$ cat src/sv/pfbcf_pkg.sv
// Shared constants, command types and inter-module structs for the page framebuffer circle fill.
package pfbcf_pkg;

  // Display geometry and limits
  localparam int DISPLAY_WIDTH  = 64;
  localparam int DISPLAY_HEIGHT = 48;
  localparam int MAX_RADIUS     = 31;

  localparam int PAGE_COUNT  = (DISPLAY_HEIGHT + 7) / 8;
  localparam int STORE_BYTES = DISPLAY_WIDTH * PAGE_COUNT;
  localparam int ADDR_W      = $clog2(STORE_BYTES);
  localparam int RAD_W       = $clog2(MAX_RADIUS + 1);
  // signed offset width, -r .. r
  localparam int DW          = RAD_W + 1;
  // signed pixel coordinate width, center plus offset plus compare headroom
  localparam int CO_W        = ((DW > 8) ? DW : 8) + 2;

  // command queue between front and back
  localparam int QDEPTH = 2;
  localparam int QPTR_W = $clog2(QDEPTH);

  localparam logic [7:0] BYTE_BLACK = 8'h00;
  localparam logic [7:0] BYTE_WHITE = 8'hFF;

  typedef enum logic [1:0] {
    OP_CLEAR  = 2'd0,
    OP_FILL   = 2'd1,
    OP_CIRCLE = 2'd2,
    OP_READ   = 2'd3
  } op_e;

  // classified command as held in the queue
  typedef struct packed {
    op_e                op;
    logic signed [7:0]  cx;
    logic signed [7:0]  cy;
    logic [RAD_W-1:0]   radius;   // already saturated
    logic               pixel_on;
    logic [ADDR_W-1:0]  addr;
    logic               addr_ok;  // read index lies inside the store
  } cmd_t;

  typedef struct packed {
    logic valid;
    cmd_t cmd;
  } q_head_t;

  // back-end status toward the front end
  typedef struct packed {
    logic init;   // reset clearing pass running
    logic pop;    // head command taken this cycle
  } bk_stat_t;

endpackage

$ cat src/sv/pfbcf_front.sv
// Command front end: accepts commands, classifies them and queues them for the back end.
module pfbcf_front (
  input  logic                      clk_i,
  input  logic                      rst_ni,
  input  logic                      start_i,
  input  logic [1:0]                op_i,
  input  logic signed [7:0]         center_x_i,
  input  logic signed [7:0]         center_y_i,
  input  logic [4:0]                radius_i,
  input  logic                      pixel_on_i,
  input  logic [8:0]                byte_index_i,
  input  pfbcf_pkg::bk_stat_t       stat_i,
  output logic                      busy_o,
  output pfbcf_pkg::q_head_t        head_o
);

  pfbcf_pkg::cmd_t                   cmd_in;
  pfbcf_pkg::cmd_t                   fifo_q [pfbcf_pkg::QDEPTH];
  logic [pfbcf_pkg::QPTR_W-1:0]      wr_ptr_q, wr_ptr_d;
  logic [pfbcf_pkg::QPTR_W-1:0]      rd_ptr_q, rd_ptr_d;
  logic [pfbcf_pkg::QPTR_W:0]        cnt_q, cnt_d;
  logic                              full;
  logic                              push;
  logic                              pop;

  // classify the incoming command: saturate radius, range-check read index
  always_comb begin
    cmd_in          = '0;
    cmd_in.op       = pfbcf_pkg::op_e'(op_i);
    cmd_in.cx       = center_x_i;
    cmd_in.cy       = center_y_i;
    cmd_in.pixel_on = pixel_on_i;
    if (32'(radius_i) > pfbcf_pkg::MAX_RADIUS) begin
      cmd_in.radius = pfbcf_pkg::RAD_W'(pfbcf_pkg::MAX_RADIUS);
    end else begin
      cmd_in.radius = pfbcf_pkg::RAD_W'(radius_i);
    end
    cmd_in.addr_ok  = (32'(byte_index_i) < pfbcf_pkg::STORE_BYTES);
    cmd_in.addr     = pfbcf_pkg::ADDR_W'(byte_index_i);
  end

  // queue control
  assign full   = (cnt_q == (pfbcf_pkg::QPTR_W + 1)'(pfbcf_pkg::QDEPTH));
  assign busy_o = full || stat_i.init;
  assign push   = start_i && !busy_o;
  assign pop    = stat_i.pop;

  assign head_o.valid = (cnt_q != '0);
  assign head_o.cmd   = fifo_q[rd_ptr_q];

  always_comb begin
    wr_ptr_d = wr_ptr_q;
    rd_ptr_d = rd_ptr_q;
    cnt_d    = cnt_q;
    if (push) begin
      wr_ptr_d = (wr_ptr_q == pfbcf_pkg::QPTR_W'(pfbcf_pkg::QDEPTH - 1)) ? '0
                 : wr_ptr_q + 1'b1;
    end
    if (pop) begin
      rd_ptr_d = (rd_ptr_q == pfbcf_pkg::QPTR_W'(pfbcf_pkg::QDEPTH - 1)) ? '0
                 : rd_ptr_q + 1'b1;
    end
    if (push && !pop) begin
      cnt_d = cnt_q + 1'b1;
    end else if (pop && !push) begin
      cnt_d = cnt_q - 1'b1;
    end
  end

  always_ff @(posedge clk_i or negedge rst_ni) begin
    if (!rst_ni) begin
      wr_ptr_q <= '0;
      rd_ptr_q <= '0;
      cnt_q    <= '0;
    end else begin
      wr_ptr_q <= wr_ptr_d;
      rd_ptr_q <= rd_ptr_d;
      cnt_q    <= cnt_d;
    end
  end

  // queue storage
  always_ff @(posedge clk_i) begin
    if (push) begin
      fifo_q[wr_ptr_q] <= cmd_in;
    end
  end

endmodule

$ cat src/sv/pfbcf_back.sv
// Command back end: frame store, clear/fill sweep, pipelined circle read-modify-write, byte read.
module pfbcf_back (
  input  logic                  clk_i,
  input  logic                  rst_ni,
  input  pfbcf_pkg::q_head_t    head_i,
  output pfbcf_pkg::bk_stat_t   stat_o,
  output logic                  read_valid_o,
  output logic [7:0]            read_data_o
);

  typedef enum logic [1:0] {
    S_IDLE,
    S_SWEEP,
    S_CIRCLE,
    S_READ
  } state_e;

  localparam int AW = pfbcf_pkg::ADDR_W;
  localparam int DW = pfbcf_pkg::DW;
  localparam int CW = pfbcf_pkg::CO_W;
  localparam int RW = pfbcf_pkg::RAD_W;

  // frame store
  logic [7:0]                mem_q [pfbcf_pkg::STORE_BYTES];
  logic [7:0]                rdata_q;
  logic [AW-1:0]             rd_addr;
  logic                      we;
  logic [AW-1:0]             wa;
  logic [7:0]                wd;

  // control
  state_e                    state_q, state_d;
  logic                      init_q, init_d;
  logic [AW-1:0]             sweep_cnt_q, sweep_cnt_d;
  logic [7:0]                sweep_data_q, sweep_data_d;
  logic                      read_valid_q, read_valid_d;
  logic                      b_vld_q, b_vld_d;
  logic                      fwd_vld_q;
  logic                      pop;
  logic                      load;
  logic                      step;
  logic                      last_pt;

  // circle job payload
  logic signed [7:0]         cx_q, cy_q;
  logic [RW-1:0]             r_q;
  logic                      on_q;
  logic [2*RW-1:0]           r2_q;
  logic signed [DW-1:0]      dx_q, dy_q;
  logic signed [DW-1:0]      r_s;
  logic                      rd_ok_q;
  logic [7:0]                read_data_q, read_data_d;

  // pixel pipeline, write stage and forwarding
  logic [AW-1:0]             b_addr_q;
  logic [7:0]                b_mask_q;
  logic                      b_on_q;
  logic [AW-1:0]             fwd_addr_q;
  logic [7:0]                fwd_data_q;
  logic [7:0]                base;

  // point test signals
  logic signed [2*DW-1:0]    dx2, dy2;
  logic [2*DW:0]             dist_sq;
  logic signed [CW-1:0]      px, py;
  logic [CW-1:0]             px_u, py_u;
  logic                      on_disc, on_screen, hit;
  logic [AW-1:0]             pix_addr;
  logic [7:0]                pix_mask;
  logic signed [DW-1:0]      head_r_s;

  assign r_s      = DW'(signed'({1'b0, r_q}));
  assign head_r_s = DW'(signed'({1'b0, head_i.cmd.radius}));

  // point under test: inside the disc and on the display
  always_comb begin
    dx2       = dx_q * dx_q;
    dy2       = dy_q * dy_q;
    dist_sq   = (2*DW+1)'($unsigned(dx2)) + (2*DW+1)'($unsigned(dy2));
    on_disc   = (dist_sq <= (2*DW+1)'(r2_q));
    px        = CW'(cx_q) + CW'(dx_q);
    py        = CW'(cy_q) + CW'(dy_q);
    px_u      = px;
    py_u      = py;
    on_screen = !px[CW-1] && (px < CW'(pfbcf_pkg::DISPLAY_WIDTH)) &&
                !py[CW-1] && (py < CW'(pfbcf_pkg::DISPLAY_HEIGHT));
    hit       = on_disc && on_screen;
    pix_addr  = AW'(32'(py_u[CW-1:3]) * pfbcf_pkg::DISPLAY_WIDTH + 32'(px_u));
    pix_mask  = 8'd1 << py_u[2:0];
    last_pt   = (dx_q == r_s) && (dy_q == r_s);
  end

  // write stage: merge mask into the byte, forwarding last cycle's write
  always_comb begin
    base = (fwd_vld_q && (fwd_addr_q == b_addr_q)) ? fwd_data_q : rdata_q;
  end

  // sequencer
  always_comb begin
    state_d      = state_q;
    init_d       = init_q;
    sweep_cnt_d  = sweep_cnt_q;
    sweep_data_d = sweep_data_q;
    read_valid_d = 1'b0;
    read_data_d  = read_data_q;
    b_vld_d      = 1'b0;
    pop          = 1'b0;
    load         = 1'b0;
    step         = 1'b0;
    rd_addr      = head_i.cmd.addr;
    we           = b_vld_q;
    wa           = b_addr_q;
    wd           = b_on_q ? (base | b_mask_q) : (base & ~b_mask_q);

    case (state_q)
      S_IDLE: begin
        if (head_i.valid && !b_vld_q) begin
          pop  = 1'b1;
          load = 1'b1;
          case (head_i.cmd.op)
            pfbcf_pkg::OP_CLEAR: begin
              state_d      = S_SWEEP;
              sweep_cnt_d  = '0;
              sweep_data_d = pfbcf_pkg::BYTE_BLACK;
            end
            pfbcf_pkg::OP_FILL: begin
              state_d      = S_SWEEP;
              sweep_cnt_d  = '0;
              sweep_data_d = pfbcf_pkg::BYTE_WHITE;
            end
            pfbcf_pkg::OP_CIRCLE: begin
              state_d = S_CIRCLE;
            end
            pfbcf_pkg::OP_READ: begin
              state_d = S_READ;
            end
            default: begin
              state_d = S_IDLE;
            end
          endcase
        end
      end
      S_SWEEP: begin
        we = 1'b1;
        wa = sweep_cnt_q;
        wd = sweep_data_q;
        if (sweep_cnt_q == AW'(pfbcf_pkg::STORE_BYTES - 1)) begin
          state_d = S_IDLE;
          init_d  = 1'b0;
        end else begin
          sweep_cnt_d = sweep_cnt_q + 1'b1;
        end
      end
      S_CIRCLE: begin
        step    = 1'b1;
        rd_addr = pix_addr;
        b_vld_d = hit;
        if (last_pt) begin
          state_d = S_IDLE;
        end
      end
      S_READ: begin
        read_valid_d = 1'b1;
        read_data_d  = rd_ok_q ? rdata_q : pfbcf_pkg::BYTE_BLACK;
        state_d      = S_IDLE;
      end
      default: begin
        state_d = S_IDLE;
      end
    endcase
  end

  // state and registered outputs
  always_ff @(posedge clk_i or negedge rst_ni) begin
    if (!rst_ni) begin
      state_q      <= S_SWEEP;
      init_q       <= 1'b1;
      sweep_cnt_q  <= '0;
      sweep_data_q <= pfbcf_pkg::BYTE_BLACK;
      read_valid_q <= 1'b0;
      b_vld_q      <= 1'b0;
      fwd_vld_q    <= 1'b0;
    end else begin
      state_q      <= state_d;
      init_q       <= init_d;
      sweep_cnt_q  <= sweep_cnt_d;
      sweep_data_q <= sweep_data_d;
      read_valid_q <= read_valid_d;
      b_vld_q      <= b_vld_d;
      fwd_vld_q    <= we;
    end
  end

  // job payload, scan counters and pipeline data
  always_ff @(posedge clk_i) begin
    read_data_q <= read_data_d;
    fwd_addr_q  <= wa;
    fwd_data_q  <= wd;
    b_addr_q    <= pix_addr;
    b_mask_q    <= pix_mask;
    b_on_q      <= on_q;
    if (load) begin
      cx_q    <= head_i.cmd.cx;
      cy_q    <= head_i.cmd.cy;
      r_q     <= head_i.cmd.radius;
      on_q    <= head_i.cmd.pixel_on;
      r2_q    <= head_i.cmd.radius * head_i.cmd.radius;
      rd_ok_q <= head_i.cmd.addr_ok;
      dx_q    <= -head_r_s;
      dy_q    <= -head_r_s;
    end else if (step) begin
      if (dx_q == r_s) begin
        dx_q <= -r_s;
        dy_q <= dy_q + DW'(1);
      end else begin
        dx_q <= dx_q + DW'(1);
      end
    end
  end

  // frame store: one write and one registered read per cycle
  always_ff @(posedge clk_i) begin
    if (we) begin
      mem_q[wa] <= wd;
    end
    rdata_q <= mem_q[rd_addr];
  end

  assign stat_o.init  = init_q;
  assign stat_o.pop   = pop;
  assign read_valid_o = read_valid_q;
  assign read_data_o  = read_data_q;

endmodule

$ cat src/sv/page_framebuffer_circle_fill_unit.sv
// Top level of the monochrome page framebuffer with clear, fill, filled circle and byte read.
//
// Usage: a command is transferred when start_i is high and busy_o is low.
// op_i selects clear, fill, filled circle or byte read; the other fields are
// sampled with it and queued (two deep), so busy_o only rises when the queue
// is full or the store is being cleared after reset.
// Only a read gives a result: read_valid_o pulses for one cycle with
// read_data_o, and the receiver must take it then. Out-of-range reads give 0.
// Commands run one at a time in arrival order in the back end.
// Work per command in the back end, which has a single store write port:
//   clear / fill : all 384 bytes, one byte written per cycle
//   circle       : every point of the (2r+1)^2 square, one point tested and
//                  merged per cycle; the pixel read-modify-write is pipelined
//                  with forwarding
//   read         : a registered store read, then the registered result strobe
// After reset all 384 store bytes are swept to black; busy_o stays high
// until that pass ends.
module page_framebuffer_circle_fill_unit (
  input  logic               clk_i,
  input  logic               rst_ni,
  input  logic               start_i,
  output logic               busy_o,
  input  logic [1:0]         op_i,
  input  logic signed [7:0]  center_x_i,
  input  logic signed [7:0]  center_y_i,
  input  logic [4:0]         radius_i,
  input  logic               pixel_on_i,
  input  logic [8:0]         byte_index_i,
  output logic               read_valid_o,
  output logic [7:0]         read_data_o
);

  pfbcf_pkg::q_head_t  head;
  pfbcf_pkg::bk_stat_t stat;

  // command intake and queue
  pfbcf_front u_front (
    .clk_i        (clk_i),
    .rst_ni       (rst_ni),
    .start_i      (start_i),
    .op_i         (op_i),
    .center_x_i   (center_x_i),
    .center_y_i   (center_y_i),
    .radius_i     (radius_i),
    .pixel_on_i   (pixel_on_i),
    .byte_index_i (byte_index_i),
    .stat_i       (stat),
    .busy_o       (busy_o),
    .head_o       (head)
  );

  // execution and frame store
  pfbcf_back u_back (
    .clk_i        (clk_i),
    .rst_ni       (rst_ni),
    .head_i       (head),
    .stat_o       (stat),
    .read_valid_o (read_valid_o),
    .read_data_o  (read_data_o)
  );

endmodule

$ cat config.mk
export PLATFORM = sky130hd
export DESIGN_NAME = page_framebuffer_circle_fill_unit
export DESIGN_NICKNAME = d
export VERILOG_FILES = /design/src/sv/pfbcf_pkg.sv /design/src/sv/pfbcf_front.sv /design/src/sv/pfbcf_back.sv /design/src/sv/page_framebuffer_circle_fill_unit.sv
export SDC_FILE = /design/constraint.sdc
export NUM_CORES = 2
export LEC_CHECK = 0
export BUFFER_PORTS_ARGS = -buffer_cell sky130_fd_sc_hd__buf_2
export CORE_MARGIN = 10
export CORE_UTILIZATION = 57
export CTS_CLUSTER_SIZE = 28
export DETAILED_ROUTE_END_ITERATION = 12
export PLACE_DENSITY = 0.76
export SYNTH_ARGS = -nofsm -noshare
export SYNTH_HDL_FRONTEND = slang
export SYNTH_SLANG_ARGS = --single-unit
export TNS_END_PERCENT = 30
$ cat constraint.sdc
create_clock -name clk_i -period 19.05 [get_ports clk_i]
set_input_delay 0.9525 -clock clk_i [delete_from_list [all_inputs] [get_ports clk_i]]
set_output_delay 0.9525 -clock clk_i [all_outputs]
set_load 0.03 [all_outputs]
==> summary.txt <==
Die height - 501 um
Final min period - 7.31 ns
Total GRT Usage - 27.2%
Total gr overflow - 0
Critical-path cell list - buf_4 > mux2i_1 > o21ai_4 > buf_4 > buf_12 > buf_4 > buf_12 > buf_4 > mux4_2 > a22o_1 > o21ai_0 > a31oi_1 > and4_1
TritonCTS sink count - 3254
Drt total wl - 348 mm
Buf/Inv on CP - 6
Post-synthesis sequential area ratio - 73.6%
Full die area - 0.251 mm2
TNS Setup - 0 ns
Worst Path Required - 19.90 ns
Post-DP HPWL - 201 mm
Placed cells - 10858
Initial Util - 57.3%
Cell repeated most along the worst path - buf_4
Crit-path max cell delay - 0.82 ns
Die Width - 501 um
Fmax - 137 MHz
Via count - 76506
Reg-to-Reg Start - u_front.rd_ptr_q$_DFFE_PN0P_
Final worst path period share - 38.4%
Vias in the first global route - 74268
GPL Wtd Cong - 0.862
Drt initial violations - 12190
Status - finished, final reports clean
R2R Path End - u_back.rdata_q[4]$_DFF_P_
TritonCTS Buffers - 327
Element type at the critical path end - flop
Initial antenna violation count - 22
Final instance area - 0.145 mm2
Mapped Area - 0.132 mm2
Async SR Flop Fraction - 0.615%
Final setup fails - 0
Top sig layer - met5
First-pass GRT wire length - 506 mm
Cell family with most CP delay - buffers and inverters
Met3 routed WL - 45.9 mm
Headroom to the max-slew limit - 2.66%
HP Start - center_x_i[4]
Seq cells post-synth - 3254
Maxcap violations - 0
Placed cell areas - 0.135 mm2
M1 WL - 122 mm
Layout cells sized above 1 - 13.2%
I/O Buffers - 45
Nets@finish - 8341
Mapped Nets - 8314
Area grow syn2layout - 9.83%
Worst Setup Start Kind - flop
Slowest CP cell - buf_4
RSZ-0062 raised after global routing - false
Synthesized area per cell - 16.2 um2
Synthesis Warnings - 0
CTS clk-pin slew, worst paths - 0.06 ns
Hold Crit Class - input port to flop
Root Driver - clkbuf_16
DRT Pass-1 Iters - 9
Arrival time worst endpoint - 8.16 ns
Vias/cell - 6.68
Clock Tree Buf Depth - 4
Row count - 176
Hold Path End - u_front.fifo_q[1][28]$_DFFE_PP_
Wire per inst - 30.4 um
Io pins - 46
CTS H-Tree Depth - 5
Hold slack - 0.155 ns
Wire length on met2 - 160 mm
Commonest non-fill, non-tap cell in the layout - edfxtp_1
Clock latency at the later pin of the worst-skew pair - 0.99 ns
Worst R2R Setup Slack - 11.74 ns
Antenna-violating nets left - 0
Ys flop type - edfxtp_1
Largest fanout on the critical path - 99
Fin cells - 11453
Core Region - 0.230 mm2
Worst Tran Pin Value - 1.45 ns
Drt drc - 0
Hold path depth - 1
Final setup skew - 0.0762 ns
Post-synth EDFFs - 3191
CTS tree - yes
Largest net degree at the start of global routing - 222
Reg2reg path depth - 13
Syn Inst Count - 8135
Fin. max-slew vios - 0
Netlist cell types - 91
Final hold vios - 0
CP Class - flop to flop
Most frequent cells in the layout - 3191 x edfxtp_1, 1278 x nand2_1, 573 x nor2_1
==> synth_stat cells (63+ instances only) <==
library cell  number  area share [%]
nand3_1          407             1.5
a311oi_1          63            0.42
edfxtp_1        3191              73
buf_2            163            0.62
nand2_1         1294             3.7
a21oi_1          176            0.67
a22oi_1           72            0.41
mux2i_1          213             1.6
mux4_2           412             7.0
nor2_1           585             1.7
xnor2_1           64            0.42
clkbuf_1         171            0.49
o21ai_0          109            0.41
ha_1             100            0.95
and3_1            96            0.46
a31oi_1           77            0.37
inv_1            124            0.35
==> worst max path at each step <==
stage / from / to / slack [ns] / cells past startpoint
after global routing: u_front.rd_ptr_q$_DFFE_PN0P_ / u_back.rdata_q[7]$_DFF_P_ / 11.30 / 13
after floorplan: u_back.b_addr_q[7]$_DFF_P_ / u_back.mem_q[0][0]$_DFFE_PP_ / 5.86 / 7
final: u_front.rd_ptr_q$_DFFE_PN0P_ / u_back.rdata_q[4]$_DFF_P_ / 11.74 / 13
after CTS: u_front.rd_ptr_q$_DFFE_PN0P_ / u_back.rdata_q[7]$_DFF_P_ / 11.82 / 13
after global placement: u_front.rd_ptr_q$_DFFE_PN0P_ / u_back.rdata_q[4]$_DFF_P_ / 11.96 / 13
after detailed placement: u_front.rd_ptr_q$_DFFE_PN0P_ / u_back.rdata_q[4]$_DFF_P_ / 11.90 / 13
==> stage by stage <==
stage | utilization [%] | worst slack (ns)
final | 63.0 | 11.74
after global routing | 63.0 | 11.30
after CTS | 63.0 | 11.82
after detailed placement | 58.6 | 11.90
after global placement | 58.6 | 11.96
after floorplan | - | 5.86
==> routing by layer <==
| metal | global-route usage (%) | vias up |
|---|---|---|
| li1 | - | 31405 |
| met1 | 36.5 | 38318 |
| met2 | 41.3 | 5708 |
| met3 | 7.26 | 1057 |
| met4 | 14.0 | 18 |
| met5 | 0 | - |
==> sequential cells by signal (all words and copies together), names as in the netlist, 2 cells and up <==
name	flops
u_back.mem_q	3072
u_front.fifo_q	68
u_back.b_addr_q	9
u_back.fwd_addr_q	9
u_back.r2_q	9
u_back.sweep_cnt_q	9
u_back.b_mask_q	8
u_back.cx_q	8
u_back.cy_q	8
u_back.fwd_data_q	8
u_back.rdata_q	8
u_back.read_data_o	8
u_back.dx_q	6
u_back.dy_q	6
u_back.r_q	4
u_back.state_q	2
u_front.cnt_q	2
==> worst reg2reg max path: stages (launching register included) <==
cell	delay, ns
dfrtp_2	0.35
buf_4	0.52
mux2i_1	0.30
o21ai_4	0.20
buf_4	0.67
buf_12	0.54
buf_4	0.95
buf_12	0.64
buf_4	0.73
mux4_2	0.60
a22o_1	0.23
o21ai_0	0.69
a31oi_1	0.45
and4_1	0.31
==> repair_timing <==
item	4_1_cts	5_1_grt
buffers inserted	0	0
endpoints found under the hold margin	18	0
hold buffers	1	0
gates resized for setup	0	0
==> cells by family (layout without fill, tap and decap cells) <==
group           Yosys count  after routing  synth area share [%]
fa+ha+maj               143            143                  1.60
flops                  3254           3254                  73.6
xor+xnor                 91             91                 0.604
buf+inv                 599            866                  2.31
compound gates          787            787                  4.05
mux                     685            685                  9.53
other cells               0             25                     0
simple gates           2576           2576                  8.26
==> layout make-up <==
| cell class | instances | area [um2] |
|---|---|---|
| multi-input cells | 4282 | 32100 |
| well taps | 3026 | 3790 |
| repair buffers | 172 | 1380 |
| fillers | 15349 | 85200 |
| diodes | 25 | 62.6 |
| clock inverters | 145 | 1130 |
| flip-flops and latches | 3254 | 97200 |
| clock buffers | 424 | 8850 |
| inverters | 125 | 469 |
Power is not shown: default switching activity piles up to over one toggle a cycle in this logic, so the estimate is an artifact.
